<file path="config.mk">
export PLATFORM = sky130hd
export DESIGN_NAME = datagram_frame_deframer_flat
export DESIGN_NICKNAME = d
export VERILOG_FILES = /design/src/rtl/core/dfd_pkg.sv /design/src/rtl/core/dfd_if.sv /design/src/rtl/core/dfd_parser.sv /design/src/rtl/core/dfd_res_fifo.sv /design/src/rtl/core/datagram_frame_deframer.sv /design/src/flat_wrapper.sv
export SDC_FILE = /design/constraint.sdc
export NUM_CORES = 1
export LEC_CHECK = 0
export ABC_CLOCK_PERIOD_IN_PS = 4660
export BUFFER_PORTS_ARGS = -buffer_cell sky130_fd_sc_hd__buf_4
export CAP_MARGIN = 20
export CORE_ASPECT_RATIO = 0.8
export CORE_MARGIN = 1
export CORE_UTILIZATION = 51
export DETAILED_ROUTE_END_ITERATION = 6
export HOLD_SLACK_MARGIN = 0.05
export PLACE_DENSITY_LB_ADDON = 0.2
export SYNTH_ARGS = -nofsm -noshare
export SYNTH_HDL_FRONTEND = slang
export SYNTH_SLANG_ARGS = --single-unit
</file>
<file path="constraint.sdc">
create_clock -name clk_i -period 4.66 [get_ports clk_i]
set_clock_uncertainty 0.2 [all_clocks]
set_input_delay 0.233 -clock clk_i [delete_from_list [all_inputs] [get_ports clk_i]]
set_output_delay 0.233 -clock clk_i [all_outputs]
set_load 0.05 [all_outputs]
</file>
<file path="src/rtl/core/dfd_pkg.sv">
package dfd_pkg;

  typedef enum logic [2:0] {
    PH_ID      = 3'd0,
    PH_SEQ     = 3'd1,
    PH_FLAGS   = 3'd2,
    PH_LEN     = 3'd3,
    PH_SKIP    = 3'd4,
    PH_SPLIT   = 3'd5,
    PH_PAYLOAD = 3'd6,
    PH_DISCARD = 3'd7
  } phase_e;

  typedef enum logic [1:0] {
    KIND_ACK     = 2'd0,
    KIND_PAYLOAD = 2'd1,
    KIND_ABORT   = 2'd2
  } kind_e;

  typedef enum logic [1:0] {
    CLASS_USER     = 2'd0,
    CLASS_INTERNAL = 2'd1,
    CLASS_SPLIT    = 2'd2
  } class_e;

  localparam logic [7:0] IdLow      = 8'h80;
  localparam logic [7:0] IdHigh     = 8'h8f;
  localparam logic [3:0] SeqBytes   = 4'd3;
  localparam logic [3:0] LenBytes   = 4'd2;
  localparam logic [3:0] SplitBytes = 4'd10;

  typedef struct packed {
    kind_e       kind;
    logic [7:0]  payload_byte;
    logic [23:0] ack_sequence;
    logic [2:0]  reliability;
    class_e      frame_class;
    logic [31:0] fragment_count;
    logic [15:0] fragment_group;
    logic [31:0] fragment_index;
    logic        frame_first;
    logic        frame_last;
    logic        run_last;
  } res_t;

  // Index bytes that follow the bit length: message index (3) and
  // order index plus channel (4), by reliability code.
  function automatic logic [3:0] skip_bytes(input logic [2:0] rel);
    logic [3:0] k;
    case (rel)
      3'd1:    k = 4'd4;
      3'd2:    k = 4'd3;
      3'd3:    k = 4'd7;
      3'd4:    k = 4'd7;
      3'd6:    k = 4'd3;
      3'd7:    k = 4'd7;
      default: k = 4'd0;
    endcase
    return k;
  endfunction

endpackage

</file>
<file path="src/rtl/core/dfd_if.sv">
interface dfd_in_if;
  logic       valid;
  logic       ready;
  logic [7:0] data_byte;
  logic       end_of_datagram;

  modport source (output valid, output data_byte, output end_of_datagram, input ready);
  modport sink (input valid, input data_byte, input end_of_datagram, output ready);
endinterface

interface dfd_out_if;
  logic        valid;
  logic        ready;
  logic [1:0]  kind;
  logic [7:0]  payload_byte;
  logic [23:0] ack_sequence;
  logic [2:0]  reliability;
  logic [1:0]  frame_class;
  logic [31:0] fragment_count;
  logic [15:0] fragment_group;
  logic [31:0] fragment_index;
  logic        frame_first;
  logic        frame_last;
  logic        run_last;

  modport source (
    output valid, output kind, output payload_byte, output ack_sequence,
    output reliability, output frame_class, output fragment_count,
    output fragment_group, output fragment_index, output frame_first,
    output frame_last, output run_last, input ready
  );
  modport sink (
    input valid, input kind, input payload_byte, input ack_sequence,
    input reliability, input frame_class, input fragment_count,
    input fragment_group, input fragment_index, input frame_first,
    input frame_last, input run_last, output ready
  );
endinterface

</file>
<file path="src/rtl/core/dfd_parser.sv">
module dfd_parser (
  input  logic            clk_i,
  input  logic            rst_ni,
  input  logic            accept_i,
  input  logic [7:0]      data_byte_i,
  input  logic            end_of_datagram_i,
  output logic [1:0]      res_cnt_o,
  output dfd_pkg::res_t   res0_o,
  output dfd_pkg::res_t   res1_o
);

  dfd_pkg::phase_e phase_q, phase_d;
  logic [3:0]      fbc_q, fbc_d;
  logic [23:0]     seq_q, seq_d;
  logic [2:0]      rel_q, rel_d;
  logic            split_q, split_d;
  logic [15:0]     blen_q, blen_d;
  logic [13:0]     rem_q, rem_d;
  logic [31:0]     scount_q, scount_d;
  logic [15:0]     sid_q, sid_d;
  logic [31:0]     sindex_q, sindex_d;
  dfd_pkg::class_e cls_q, cls_d;
  logic            started_q, started_d;

  logic [1:0]      cnt;
  dfd_pkg::res_t   res0, res1;

  always_comb begin
    logic [3:0]      k;
    logic [16:0]     bits_round;
    logic            first;
    logic            last;
    dfd_pkg::class_e cls_now;
    dfd_pkg::res_t   pay;
    logic            have_pay;

    phase_d    = phase_q;
    fbc_d      = fbc_q;
    seq_d      = seq_q;
    rel_d      = rel_q;
    split_d    = split_q;
    blen_d     = blen_q;
    rem_d      = rem_q;
    scount_d   = scount_q;
    sid_d      = sid_q;
    sindex_d   = sindex_q;
    cls_d      = cls_q;
    started_d  = started_q;
    k          = '0;
    bits_round = '0;
    first      = 1'b0;
    last       = 1'b0;
    cls_now    = cls_q;
    pay        = '0;
    have_pay   = 1'b0;
    res0       = '0;
    res1       = '0;
    cnt        = 2'd0;

    case (phase_q)
      dfd_pkg::PH_ID: begin
        if (data_byte_i inside {[dfd_pkg::IdLow:dfd_pkg::IdHigh]}) begin
          phase_d = dfd_pkg::PH_SEQ;
          fbc_d   = '0;
          seq_d   = '0;
        end else begin
          phase_d = dfd_pkg::PH_DISCARD;
        end
      end
      dfd_pkg::PH_SEQ: begin
        // Little-endian sequence number
        case (fbc_q[1:0])
          2'd0:    seq_d[7:0]   = seq_q[7:0] | data_byte_i;
          2'd1:    seq_d[15:8]  = seq_q[15:8] | data_byte_i;
          2'd2:    seq_d[23:16] = seq_q[23:16] | data_byte_i;
          default: seq_d = seq_q;
        endcase
        fbc_d = fbc_q + 4'd1;
        if (fbc_d >= dfd_pkg::SeqBytes) begin
          res0.kind         = dfd_pkg::KIND_ACK;
          res0.ack_sequence = seq_d;
          cnt               = 2'd1;
          phase_d           = dfd_pkg::PH_FLAGS;
        end
      end
      dfd_pkg::PH_FLAGS: begin
        rel_d     = data_byte_i[7:5];
        split_d   = data_byte_i[4];
        blen_d    = '0;
        rem_d     = '0;
        scount_d  = '0;
        sid_d     = '0;
        sindex_d  = '0;
        cls_d     = dfd_pkg::CLASS_USER;
        started_d = 1'b0;
        fbc_d     = '0;
        phase_d   = dfd_pkg::PH_LEN;
      end
      dfd_pkg::PH_LEN: begin
        blen_d = {blen_q[7:0], data_byte_i};
        fbc_d  = fbc_q + 4'd1;
        if (fbc_d >= dfd_pkg::LenBytes) begin
          k          = dfd_pkg::skip_bytes(rel_q);
          bits_round = {1'b0, blen_d} + 17'd7;
          rem_d      = bits_round[16:3];
          if (k != 4'd0) begin
            fbc_d   = k;
            phase_d = dfd_pkg::PH_SKIP;
          end else if (split_q) begin
            fbc_d   = '0;
            phase_d = dfd_pkg::PH_SPLIT;
          end else begin
            phase_d = (rem_d == '0) ? dfd_pkg::PH_FLAGS : dfd_pkg::PH_PAYLOAD;
          end
        end
      end
      dfd_pkg::PH_SKIP: begin
        if (fbc_q != '0) fbc_d = fbc_q - 4'd1;
        if (fbc_d == '0) begin
          if (split_q) begin
            phase_d = dfd_pkg::PH_SPLIT;
          end else begin
            phase_d = (rem_q == '0) ? dfd_pkg::PH_FLAGS : dfd_pkg::PH_PAYLOAD;
          end
        end
      end
      dfd_pkg::PH_SPLIT: begin
        if (fbc_q < 4'd4) begin
          scount_d = {scount_q[23:0], data_byte_i};
        end else if (fbc_q < 4'd6) begin
          sid_d = {sid_q[7:0], data_byte_i};
        end else begin
          sindex_d = {sindex_q[23:0], data_byte_i};
        end
        fbc_d = fbc_q + 4'd1;
        if (fbc_d >= dfd_pkg::SplitBytes) begin
          phase_d = (rem_q == '0) ? dfd_pkg::PH_FLAGS : dfd_pkg::PH_PAYLOAD;
        end
      end
      dfd_pkg::PH_PAYLOAD: begin
        first = !started_q;
        if (first) begin
          if (split_q) begin
            cls_now = dfd_pkg::CLASS_SPLIT;
          end else if (!data_byte_i[7]) begin
            cls_now = dfd_pkg::CLASS_INTERNAL;
          end else begin
            cls_now = dfd_pkg::CLASS_USER;
          end
        end
        cls_d = cls_now;
        if (rem_q != '0) rem_d = rem_q - 14'd1;
        last = (rem_d == '0);
        pay.kind         = dfd_pkg::KIND_PAYLOAD;
        pay.payload_byte = data_byte_i;
        pay.reliability  = rel_q;
        pay.frame_class  = cls_now;
        if (split_q) begin
          pay.fragment_count = scount_q;
          pay.fragment_group = sid_q;
          pay.fragment_index = sindex_q;
        end
        pay.frame_first = first;
        pay.frame_last  = last;
        have_pay        = 1'b1;
        res0            = pay;
        cnt             = 2'd1;
        started_d       = 1'b1;
        if (last) phase_d = dfd_pkg::PH_FLAGS;
      end
      default: begin
      end
    endcase

    if (end_of_datagram_i) begin
      // A frame still open at the end mark gets an abort after any payload
      if (phase_d inside {dfd_pkg::PH_LEN, dfd_pkg::PH_SKIP, dfd_pkg::PH_SPLIT,
                          dfd_pkg::PH_PAYLOAD}) begin
        if (have_pay) begin
          res1             = '0;
          res1.kind        = dfd_pkg::KIND_ABORT;
          res1.reliability = rel_d;
          cnt              = 2'd2;
        end else begin
          res0             = '0;
          res0.kind        = dfd_pkg::KIND_ABORT;
          res0.reliability = rel_d;
          cnt              = 2'd1;
        end
      end
      phase_d = dfd_pkg::PH_ID;
      fbc_d   = '0;
    end

    if (cnt == 2'd1) res0.run_last = 1'b1;
    if (cnt == 2'd2) res1.run_last = 1'b1;
  end

  always_ff @(posedge clk_i or negedge rst_ni) begin
    if (!rst_ni) begin
      phase_q   <= dfd_pkg::PH_ID;
      fbc_q     <= '0;
      seq_q     <= '0;
      rel_q     <= '0;
      split_q   <= 1'b0;
      blen_q    <= '0;
      rem_q     <= '0;
      scount_q  <= '0;
      sid_q     <= '0;
      sindex_q  <= '0;
      cls_q     <= dfd_pkg::CLASS_USER;
      started_q <= 1'b0;
    end else if (accept_i) begin
      phase_q   <= phase_d;
      fbc_q     <= fbc_d;
      seq_q     <= seq_d;
      rel_q     <= rel_d;
      split_q   <= split_d;
      blen_q    <= blen_d;
      rem_q     <= rem_d;
      scount_q  <= scount_d;
      sid_q     <= sid_d;
      sindex_q  <= sindex_d;
      cls_q     <= cls_d;
      started_q <= started_d;
    end
  end

  assign res_cnt_o = accept_i ? cnt : 2'd0;
  assign res0_o    = res0;
  assign res1_o    = res1;

  a_pair_is_payload_then_abort: assert property (
    @(posedge clk_i) disable iff (!rst_ni)
    (res_cnt_o == 2'd2) |->
      (res0_o.kind == dfd_pkg::KIND_PAYLOAD && res1_o.kind == dfd_pkg::KIND_ABORT))
    else $error("two results from one byte must be payload then abort");

  a_end_mark_restarts: assert property (
    @(posedge clk_i) disable iff (!rst_ni)
    (accept_i && end_of_datagram_i) |=> (phase_q == dfd_pkg::PH_ID && fbc_q == '0))
    else $error("end mark did not return parser to id phase");

  a_seq_count_range: assert property (
    @(posedge clk_i) disable iff (!rst_ni)
    (phase_q == dfd_pkg::PH_SEQ) |-> (fbc_q < dfd_pkg::SeqBytes))
    else $error("sequence byte count out of range");

endmodule

</file>
<file path="src/rtl/core/dfd_res_fifo.sv">
module dfd_res_fifo #(
  parameter int unsigned Depth = 4
) (
  input  logic          clk_i,
  input  logic          rst_ni,
  input  logic [1:0]    push_cnt_i,
  input  dfd_pkg::res_t push0_i,
  input  dfd_pkg::res_t push1_i,
  output logic          room_o,
  output logic          valid_o,
  input  logic          pop_i,
  output dfd_pkg::res_t head_o
);

  localparam int unsigned PtrW = (Depth > 1) ? $clog2(Depth) : 1;
  localparam int unsigned CntW = $clog2(Depth + 1);

  dfd_pkg::res_t   mem_q [Depth];
  logic [PtrW-1:0] wr_ptr_q, wr_ptr_d, rd_ptr_q, rd_ptr_d, wr_ptr_nx;
  logic [CntW-1:0] count_q, count_d;
  logic            pop;

  function automatic logic [PtrW-1:0] ptr_inc(input logic [PtrW-1:0] p);
    return (p == PtrW'(Depth - 1)) ? '0 : p + 1'b1;
  endfunction

  assign wr_ptr_nx = ptr_inc(wr_ptr_q);
  assign pop       = pop_i && valid_o;

  always_comb begin
    case (push_cnt_i)
      2'd1:    wr_ptr_d = wr_ptr_nx;
      2'd2:    wr_ptr_d = ptr_inc(wr_ptr_nx);
      default: wr_ptr_d = wr_ptr_q;
    endcase
    rd_ptr_d = pop ? ptr_inc(rd_ptr_q) : rd_ptr_q;
    count_d  = count_q + CntW'(push_cnt_i) - CntW'(pop);
  end

  always_ff @(posedge clk_i or negedge rst_ni) begin
    if (!rst_ni) begin
      wr_ptr_q <= '0;
      rd_ptr_q <= '0;
      count_q  <= '0;
    end else begin
      wr_ptr_q <= wr_ptr_d;
      rd_ptr_q <= rd_ptr_d;
      count_q  <= count_d;
    end
  end

  always_ff @(posedge clk_i) begin
    if (push_cnt_i != 2'd0) mem_q[wr_ptr_q] <= push0_i;
    if (push_cnt_i == 2'd2) mem_q[wr_ptr_nx] <= push1_i;
  end

  // Take a byte only when two result slots are free
  assign room_o  = (count_q <= CntW'(Depth - 2));
  assign valid_o = (count_q != '0);
  assign head_o  = mem_q[rd_ptr_q];

  a_count_bound: assert property (
    @(posedge clk_i) disable iff (!rst_ni)
    count_q <= CntW'(Depth))
    else $error("result queue count beyond depth");

  a_push_needs_room: assert property (
    @(posedge clk_i) disable iff (!rst_ni)
    (push_cnt_i != 2'd0) |-> room_o)
    else $error("result pushed without room");

  a_head_held_while_stalled: assert property (
    @(posedge clk_i) disable iff (!rst_ni)
    (valid_o && !pop_i) |=> (valid_o && $stable(head_o)))
    else $error("result head changed while stalled");

endmodule

</file>
<file path="src/rtl/core/datagram_frame_deframer.sv">
// Datagram frame deframer: takes one datagram byte per transfer with an
// end mark on the final byte, checks the id byte, emits an acknowledge
// result after the 3-byte sequence number, walks each frame header
// (flags, bit length, index bytes, split header) and emits every payload
// byte with its reliability, class and split fields; a frame cut short by
// the end mark is closed with an abort result. Parsing runs at one byte
// per clock while the queue has room: each accepted byte updates the
// parser state in the same cycle and pushes zero, one or two results
// into an OutDepth-entry result queue. The input is ready whenever the
// queue has two free slots, so with the default depth of 4 a byte enters
// every cycle as long as results drain one per cycle; a byte that yields
// both a payload and an abort result pushes two, and the queue absorbs that.
module datagram_frame_deframer #(
  parameter int unsigned OutDepth = 4
) (
  input  logic     clk_i,
  input  logic     rst_ni,
  dfd_in_if.sink   in_i,
  dfd_out_if.source out_o
);

  logic          accept;
  logic          room;
  logic [1:0]    res_cnt;
  dfd_pkg::res_t res0, res1, head;

  assign in_i.ready = room;
  assign accept     = in_i.valid && room;

  dfd_parser u_parser (
    .clk_i             (clk_i),
    .rst_ni            (rst_ni),
    .accept_i          (accept),
    .data_byte_i       (in_i.data_byte),
    .end_of_datagram_i (in_i.end_of_datagram),
    .res_cnt_o         (res_cnt),
    .res0_o            (res0),
    .res1_o            (res1)
  );

  dfd_res_fifo #(
    .Depth (OutDepth)
  ) u_res_fifo (
    .clk_i      (clk_i),
    .rst_ni     (rst_ni),
    .push_cnt_i (res_cnt),
    .push0_i    (res0),
    .push1_i    (res1),
    .room_o     (room),
    .valid_o    (out_o.valid),
    .pop_i      (out_o.ready),
    .head_o     (head)
  );

  assign out_o.kind           = head.kind;
  assign out_o.payload_byte   = head.payload_byte;
  assign out_o.ack_sequence   = head.ack_sequence;
  assign out_o.reliability    = head.reliability;
  assign out_o.frame_class    = head.frame_class;
  assign out_o.fragment_count = head.fragment_count;
  assign out_o.fragment_group = head.fragment_group;
  assign out_o.fragment_index = head.fragment_index;
  assign out_o.frame_first    = head.frame_first;
  assign out_o.frame_last     = head.frame_last;
  assign out_o.run_last       = head.run_last;

endmodule

</file>
<file path="src/flat_wrapper.sv">
// flat-port wrapper written by rule: the top's interface ports become plain ports
module datagram_frame_deframer_flat 
#(
  parameter int unsigned OutDepth = 4
)
  (clk_i, rst_ni, in_i_valid, in_i_data_byte, in_i_end_of_datagram, in_i_ready, out_o_valid, out_o_kind, out_o_payload_byte, out_o_ack_sequence, out_o_reliability, out_o_frame_class, out_o_fragment_count, out_o_fragment_group, out_o_fragment_index, out_o_frame_first, out_o_frame_last, out_o_run_last, out_o_ready);
  dfd_in_if in_i_i ();
  dfd_out_if out_o_i ();
  input  logic clk_i;
  input  logic rst_ni;
  input wire logic [$bits(in_i_i.valid)-1:0] in_i_valid;
  input wire logic [$bits(in_i_i.data_byte)-1:0] in_i_data_byte;
  input wire logic [$bits(in_i_i.end_of_datagram)-1:0] in_i_end_of_datagram;
  output wire logic [$bits(in_i_i.ready)-1:0] in_i_ready;
  output wire logic [$bits(out_o_i.valid)-1:0] out_o_valid;
  output wire logic [$bits(out_o_i.kind)-1:0] out_o_kind;
  output wire logic [$bits(out_o_i.payload_byte)-1:0] out_o_payload_byte;
  output wire logic [$bits(out_o_i.ack_sequence)-1:0] out_o_ack_sequence;
  output wire logic [$bits(out_o_i.reliability)-1:0] out_o_reliability;
  output wire logic [$bits(out_o_i.frame_class)-1:0] out_o_frame_class;
  output wire logic [$bits(out_o_i.fragment_count)-1:0] out_o_fragment_count;
  output wire logic [$bits(out_o_i.fragment_group)-1:0] out_o_fragment_group;
  output wire logic [$bits(out_o_i.fragment_index)-1:0] out_o_fragment_index;
  output wire logic [$bits(out_o_i.frame_first)-1:0] out_o_frame_first;
  output wire logic [$bits(out_o_i.frame_last)-1:0] out_o_frame_last;
  output wire logic [$bits(out_o_i.run_last)-1:0] out_o_run_last;
  input wire logic [$bits(out_o_i.ready)-1:0] out_o_ready;
  assign in_i_i.valid = in_i_valid;
  assign in_i_i.data_byte = in_i_data_byte;
  assign in_i_i.end_of_datagram = in_i_end_of_datagram;
  assign in_i_ready = in_i_i.ready;
  assign out_o_valid = out_o_i.valid;
  assign out_o_kind = out_o_i.kind;
  assign out_o_payload_byte = out_o_i.payload_byte;
  assign out_o_ack_sequence = out_o_i.ack_sequence;
  assign out_o_reliability = out_o_i.reliability;
  assign out_o_frame_class = out_o_i.frame_class;
  assign out_o_fragment_count = out_o_i.fragment_count;
  assign out_o_fragment_group = out_o_i.fragment_group;
  assign out_o_fragment_index = out_o_i.fragment_index;
  assign out_o_frame_first = out_o_i.frame_first;
  assign out_o_frame_last = out_o_i.frame_last;
  assign out_o_run_last = out_o_i.run_last;
  assign out_o_i.ready = out_o_ready;
  datagram_frame_deframer #(.OutDepth(OutDepth)) u_core (.clk_i(clk_i), .rst_ni(rst_ni), .in_i(in_i_i), .out_o(out_o_i));
endmodule
</file>
==> After elaboration in Yosys (flattened, before gate mapping) <==
Memories as Yosys holds them, arrays and structs flattened.
Cells that the tools add are included.
{ "word_totals": {"ram_bits": 488, "in_bits": 13, "memories": 1, "register_bits": 147, "wordCells": 180, "output_inout_bits": 124} }
{ "classes": {"n_eq_ne": 32, "muxes": 77, "n_lt_le_gt_ge": 8, "bitwise": 3, "addsub": 9, "n_reduce_logical": 35} }
{ "mem_list": {"columns": ["name", "words", "word_bits", "read_ports", "rd_ports_with_merged_regs", "wr", "line_no", "source"], "rows": [
  ["u_core.u_res_fifo.mem_q", 4, 122, 1, 0, 2, "dfd_res_fifo.sv:18", "dfd_pkg::res_t mem_q [Depth];"]
]} }
{ "ops": {"columns": ["operator", "count"], "rows": [
  ["two-way mux 122 bit", 6],
  ["one-hot mux 32 bit (2 select lines)", 2],
  ["two-way mux 32 bit", 3],
  ["two-way mux 88 bit", 1],
  ["two-way mux 80 bit", 1],
  ["two-way mux 24 bit", 3],
  ["one-hot mux 24 bit (2 select lines)", 1],
  ["logical NOT 14 bit", 3],
  ["two-way mux 14 bit", 3],
  ["one-hot mux 14 bit (3 select lines)", 1],
  ["two-way mux 3 bit", 13],
  ["two-way mux 4 bit", 9],
  ["two-way mux 16 bit", 2],
  ["two-way mux 8 bit", 4],
  ["one-hot mux 16 bit (2 select lines)", 1],
  ["equality test 3 bit (second input constant)", 9],
  ["bitwise OR 8 bit", 3],
  ["one-hot mux 3 bit (7 select lines)", 1],
  ["one-hot mux 4 bit (5 select lines)", 1],
  ["two-way mux 2 bit", 9],
  ["adder 16 x 3 -> 17 bit (second input constant)", 1],
  ["one-hot mux 8 bit (2 select lines)", 1],
  ["equality test 3 x 2 -> 1 bit (second input constant)", 5],
  ["nonzero test 14 bit", 1],
  ["35 further kinds", 80]
]} }

==> Logic depth before layout (Yosys ltp) <==
{ "depth": {"depth_word": 17, "ltp_mapped": 19, "mapped_depth_nobuf": 17} }

==> By module <==
Synthesis repeated with hierarchy kept, for this count alone.
{ "unflattened": {"cells_unflattened": 2345, "hier_area_um2": 32817.7} }
{ "modules_own_cells": {"columns": ["module", "cells_per_inst", "seq_area_each_um2", "area_per_inst_um2", "n_inst"], "rows": [
  ["dfd_res_fifo", 1238, 14829.2, 24043.1, 1],
  ["dfd_parser", 1106, 3503.4, 8768.4, 1],
  ["datagram_frame_deframer", 1, 0.0, 6.3, 1]
]} }

==> Worst setup path after synthesis <==
No wires, ideal clock.
{ "synth_path": {"path_kind": "flip-flop to flip-flop", "start": "reg u_core.u_parser.fbc_q[1]", "end": "mem u_core.u_res_fifo.mem_q[1][0] (netlist name) (enable)", "path_stages_with_launch": 18, "period_less_slack_ns": 5.035, "t_arrival_ns": 4.562, "setup_time_ns": 0.273, "required_time_ns": 4.187, "path_slack_ns": -0.375, "n_path_buf": 4, "cell_sequence": "dfrtp_1 clkbuf_1 inv_1 ha_1 nand2b_1 a21boi_0 o41a_1 a211o_1 o22ai_1 a31o_4 nor2_1 a311o_1 ha_1 clkbuf_1 a21oi_1 clkbuf_1 buf_1 inv_1"} }
{ "synth_lines": {"columns": ["element", "line_no", "source"], "rows": [
  ["from (decl)", "dfd_parser.sv:13", "logic [3:0] fbc_q, fbc_d;"],
  ["from (signal assigned)", "dfd_parser.sv:202", "fbc_q <= '0;"],
  ["from (signal assigned)", "dfd_parser.sv:215", "fbc_q <= fbc_d;"],
  ["to (decl)", "dfd_res_fifo.sv:18", null]
]} }

==> Worst setup path in the final report <==
{ "layout_path": {"start": "reg u_core.u_parser.rem_q[0]", "end": "reg u_core.u_res_fifo.count_q[2]"} }
{ "layout_between": {"elab_chain_len": 13, "word_cells_on_any_way": 22, "cone_classes": "3 x add/sub; 4 x eq/ne; 11 x mux; 4 x reduce/logical"} }
{ "layout_lines": {"columns": ["element", "line_no", "source"], "rows": [
  ["from (decl)", "dfd_parser.sv:18", "logic [13:0] rem_q, rem_d;"],
  ["from (signal assigned)", "dfd_parser.sv:220", "rem_q <= rem_d;"],
  ["subtractor 14 x 1 -> 14 bit or nonzero test 14 bit (tied branches)", "dfd_parser.sv:152", "if (rem_q != '0) rem_d = rem_q - 14'd1;"],
  ["two-way mux 14 bit", "dfd_parser.sv:152", null],
  ["two-way mux 14 bit", "dfd_parser.sv:60", "case (phase_q)"],
  ["logical NOT 14 bit", "dfd_parser.sv:153", "last = (rem_d == '0);"],
  ["two-way mux 3 bit", "dfd_parser.sv:169", "if (last) phase_d = dfd_pkg::PH_FLAGS;"],
  ["one-hot mux 3 bit (7 select lines) *", "dfd_parser.sv:60", null],
  ["equality test 3 x 2 -> 1 bit or equality test 3 bit (tied branches)", "dfd_parser.sv:177", "if (phase_d inside {dfd_pkg::PH_LEN, dfd_pkg::PH_SKIP, dfd_pkg::PH_SPLIT,"],
  ["nonzero test 4 bit *", "dfd_parser.sv:177", null],
  ["two-way mux 2 bit *", "dfd_parser.sv:177", null],
  ["two-way mux 2 bit *", "dfd_parser.sv:175", "if (end_of_datagram_i) begin"],
  ["two-way mux 2 bit *", "dfd_parser.sv:229", "assign res_cnt_o = accept_i ? cnt : 2'd0;"],
  ["adder 3 x 2 -> 3 bit *", "dfd_res_fifo.sv:37", "count_d = count_q + CntW'(push_cnt_i) - CntW'(pop);"],
  ["subtractor 3 x 1 -> 3 bit *", "dfd_res_fifo.sv:37", null],
  ["via u_core.u_res_fifo.count_d[2]", "dfd_res_fifo.sv:20", "logic [CntW-1:0] count_q, count_d;"],
  ["to (signal assigned)", "dfd_res_fifo.sv:48", "count_q <= count_d;"],
  ["to (decl)", "dfd_res_fifo.sv:20", null]
]} }
The timed path passes the listed nets; every way through them passes the cells marked *. The select of a mux whose other input is x is not followed.
A chain may end at the register's enable or synchronous reset.

==> impl_results.md <==
* Highest metal layer used by the detailed router: met4
* Area fraction in compound gates after synthesis at 0.228
* Cell Count Post-Placement at 2920
* Synthesized area at 25600 um^2
* Power Density at 500 nW/um^2
* Static Leakage at 12.1 nW
* Number of cells in the finished layout apart from fillers at 3049
* Length of the first detailed-routing pass in iterations at 5
* First-pass GRT wire length at 113000 um
* Multi-input gate area in the final layout at 11200 um^2
* Worst min-delay path class: input port to register
* Synthesized flop and latch total at 635
* CP max FO at 7
* Total length of routed wires at 71800 um
* Power spent charging and discharging nets at 5.02 mW
* Final max-slew violation count at 0
* Worst setup SP type: register
* Count of distinct cell types in the synthesized netlist at 81
* CTS tree: yes
* Grt total ovfl at 0
* Net switching fraction of the power at 0.331
* WHS at 0.219 ns
* Highest ir drop seen on vdd at 0.313 mV
* Most frequent cells after synthesis: sky130_fd_sc_hd__dfxtp_1, sky130_fd_sc_hd__a22o_1, sky130_fd_sc_hd__nand2_1, sky130_fd_sc_hd__clkbuf_1, sky130_fd_sc_hd__dfrtp_1
* Maximum clock insertion buffer count at 3
* Multiplexer share of the synthesized area at 0.115
* Setup violation total in the final timing report at 0
* Skew-Pair Late Insertion Delay at 0.63 ns
* Syn avg cell area at 11.6 um^2
* Dominant combinational cell family by area after synthesis: compound AO/OA/AOI/OAI gates
* Final hold violation count at 0
* Arrival time reported for the critical path endpoint at 4.74 ns
* Detailed Route Iter0 Violations at 1512
* Normalized max-slew margin at 0.360
* Drt drc at 0
* Clock root buffer master: sky130_fd_sc_hd__clkbuf_16
* Share of cells above drive strength 1 at 0.218
* Top post-synthesis cells by area: sky130_fd_sc_hd__dfxtp_1, sky130_fd_sc_hd__a22o_1, sky130_fd_sc_hd__dfrtp_1, sky130_fd_sc_hd__mux4_2, sky130_fd_sc_hd__nand2_1
* Via count at 19270
* Maximum number of pins on one net before global-route repair at 78
* Total half-perimeter wirelength after legalization and detailed placement at 43900 um
* Endpoint required time on the critical path at 4.96 ns
* Ports at 137
* Number of fill cells in the layout at 3882
* Average wire per cell in the routed design at 23.5 um
* Area delta synth->final at 18.6%
* Clock-pin slew of the registers on the worst-case setup and hold paths at 0.06 ns
* Number of standard cells after synthesis at 2207
* Core Region at 48900 um^2
* Number of buffers inserted during clock tree synthesis at 58
* Yosys synthesis warning count at 0
* Status: completed
* Synthesized netlist net count at 2241
* Final GP Congestion at 0.944
* Reg-to-reg slack, setup at 0.21 ns
* Sequential fraction of design power at 0.420
* Area fraction of the dominant cell type after synthesis at 0.367
* X dimension of the die at 252 um
* Final worst-path cycle share at 0.955
* Simple-Gate Fraction of Synth Area at 0.0729
* ANT nets after route at 0
* Clk sink count at 635
* Slew at the pin with the worst max-slew slack at 0.957 ns
* Kind of end point of the critical path: register
* Number of cell rows at 72
* Maximum level of the CTS H-tree at 2
* Post-synthesis share of cell area spent on xor and xnor gates at 0.00720
* # nets final at 2368
* Number of enable-type register cells in the synthesized netlist at 20
* Via count of the first global-routing pass at 19352
* Internal power of the cells at 10.1 mW
* Clk network pwr share at 0.323
* Final TNS setup at 0 ns
* Critical setup path kind: register to register
* Most common cell in the synthesized netlist: sky130_fd_sc_hd__dfxtp_1
* Initial standard-cell utilization of the core at 0.522
* Time the worst path needs with I/O delays and setup at 4.45 ns
* Length of routed met2 wiring at 33300 um
* Most used flip-flop cell after synthesis: sky130_fd_sc_hd__dfxtp_1
* Cell taking the most area after synthesis: sky130_fd_sc_hd__dfxtp_1
* RSZ-0062 raised after global routing: false
* Combined flip-flop and latch cell area at 13700 um^2
* Average via count per standard cell at 6.32
* Area share of fa/ha/maj cells after synthesis at 0.0106
* Share of flip-flops with an asynchronous set or reset after synthesis at 0.231
* Combined global-route utilization of all metal layers at 0.282
* Antenna violations before repair at 0
* Sequential share of the synthesized area at 0.534
* Routed wire length on met3 at 4560 um
* Chip height at 202 um
* Total of buffers placed on input and output ports at 136
* Max-cap violation count at 0
* Combinational cell fraction of total power at 0.258
* Routed metal-1 wire length at 31900 um
* Peak Freq at 0.225 GHz
* Die Area at 51000 um^2
cells by family after synthesis:
kind of cell | count (synthesis)
compound gates | 756
xor+xnor | 21
fa+ha+maj | 21
buf+inv | 218
flops | 635
mux | 140
simple gates | 416
final timing paths:
| kind | startpoint | endpoint | cells past startpoint |
|---|---|---|---|
| worst max-delay path | u_core.u_parser.rem_q[0] | u_core.u_res_fifo.count_q[2] | 17 |
| worst max register to register | u_core.u_parser.rem_q[0] | u_core.u_res_fifo.count_q[2] | 17 |
| worst min register to register | u_core.u_res_fifo.mem_q[3][120] | u_core.u_res_fifo.mem_q[3][120] | 1 |
| min in group asynchronous | rst_ni | u_core.u_parser.scount_q[29] | 3 |
| max in group asynchronous | rst_ni | u_core.u_res_fifo.rd_ptr_q[0] | 4 |
| worst min-delay path | in_i_data_byte[5] | u_core.u_parser.blen_q[5] | 4 |
layer usage:
layer  global-route usage  vias to the layer above
li1                     -                     8644
met1                0.402                     9754
met2                0.438                      748
met3               0.0419                      124
met4                0.101                        0
met5                    0                        -
per-stage QoR:
step	area, um^2	worst slack, ns	utilization	power, mW
2_1_floorplan	25600	0.00657	-	8.99
3_3_place_gp	28100	0.125	0.574	10.3
3_5_place_dp	28100	0.106	0.574	10.3
4_1_cts	30200	0.0753	0.618	15.2
5_1_grt	30300	0.0194	0.620	15.8
6_report	30300	0.212	0.620	15.2
power by group through the flow:
stage | Combinational, mW | Clock, mW | Sequential (mW)
CTS | 3.87 | 4.95 | 6.35
floorplan | 2.85 | 0 | 6.14
global placement | 3.81 | 0 | 6.45
finish | 3.90 | 4.89 | 6.36
global route | 4.20 | 5.20 | 6.42
detailed placement | 3.83 | 0 | 6.47
area by class of cell:
class                   count  share of cell area
diodes                      1           0.0000825
clock buffers              92              0.0592
clock inverters            16             0.00607
inverters                  23             0.00285
multi-input cells        1354               0.371
flip-flops and latches    635               0.450
well taps                 666              0.0275
repair buffers            262              0.0829
cells in the final DEF (no fill, tap or decap), types with 23 or more instances in the layout:
cell / netlist / final
sky130_fd_sc_hd__dfxtp_1: 468 / 468
sky130_fd_sc_hd__a22o_1: 465 / 465
sky130_fd_sc_hd__buf_4: 0 / 205
sky130_fd_sc_hd__nand2_1: 201 / 200
sky130_fd_sc_hd__dfrtp_1: 147 / 144
sky130_fd_sc_hd__mux4_2: 122 / 122
sky130_fd_sc_hd__o21ai_0: 118 / 117
sky130_fd_sc_hd__nor2_1: 100 / 93
sky130_fd_sc_hd__a21oi_1: 87 / 79
sky130_fd_sc_hd__clkbuf_16: 0 / 63
sky130_fd_sc_hd__buf_12: 0 / 39
sky130_fd_sc_hd__nand3_1: 23 / 23
sky130_fd_sc_hd__nor3_1: 23 / 23
worst max-delay path: stages, from the launching register on:
cell	delay [ns]
sky130_fd_sc_hd__dfrtp_2	0.44
sky130_fd_sc_hd__inv_1	0.10
sky130_fd_sc_hd__ha_2	0.22
sky130_fd_sc_hd__or3b_4	0.43
sky130_fd_sc_hd__nor3_1	0.20
sky130_fd_sc_hd__mux2_2	0.38
sky130_fd_sc_hd__a2111oi_2	0.32
sky130_fd_sc_hd__a21o_2	0.21
sky130_fd_sc_hd__a31o_4	0.17
sky130_fd_sc_hd__nor2_1	0.04
sky130_fd_sc_hd__a311o_1	0.38
sky130_fd_sc_hd__ha_1	0.28
sky130_fd_sc_hd__inv_1	0.06
sky130_fd_sc_hd__ha_1	0.13
sky130_fd_sc_hd__inv_1	0.05
sky130_fd_sc_hd__fa_1	0.41
sky130_fd_sc_hd__xor2_2	0.17
sky130_fd_sc_hd__xnor2_1	0.13
state kept, by name, summed over array words and instances, names as in the netlist:
signal and cells:
u_core.u_res_fifo.count_q 3, u_core.u_parser.rem_q 14, u_core.u_parser.fbc_q 4, u_core.u_parser.cls_q 2, u_core.u_res_fifo.wr_ptr_q 2, u_core.u_parser.seq_q 24, u_core.u_parser.phase_q 3, u_core.u_parser.started_q 1
u_core.u_parser.sid_q 16, u_core.u_parser.rel_q 3, u_core.u_parser.split_q 1, u_core.u_res_fifo.rd_ptr_q 2, u_core.u_parser.sindex_q 32, u_core.u_res_fifo.mem_q 488, u_core.u_parser.blen_q 8, u_core.u_parser.scount_q 32
timing repair:
action,CTS,global route
setup buffers,0,3
hold endpoints to repair,171,0
endpoints found under the setup margin,0,468
resized for setup,0,9
hold buffers,15,0
No activity file was read; power rests on OpenSTA's default activity.
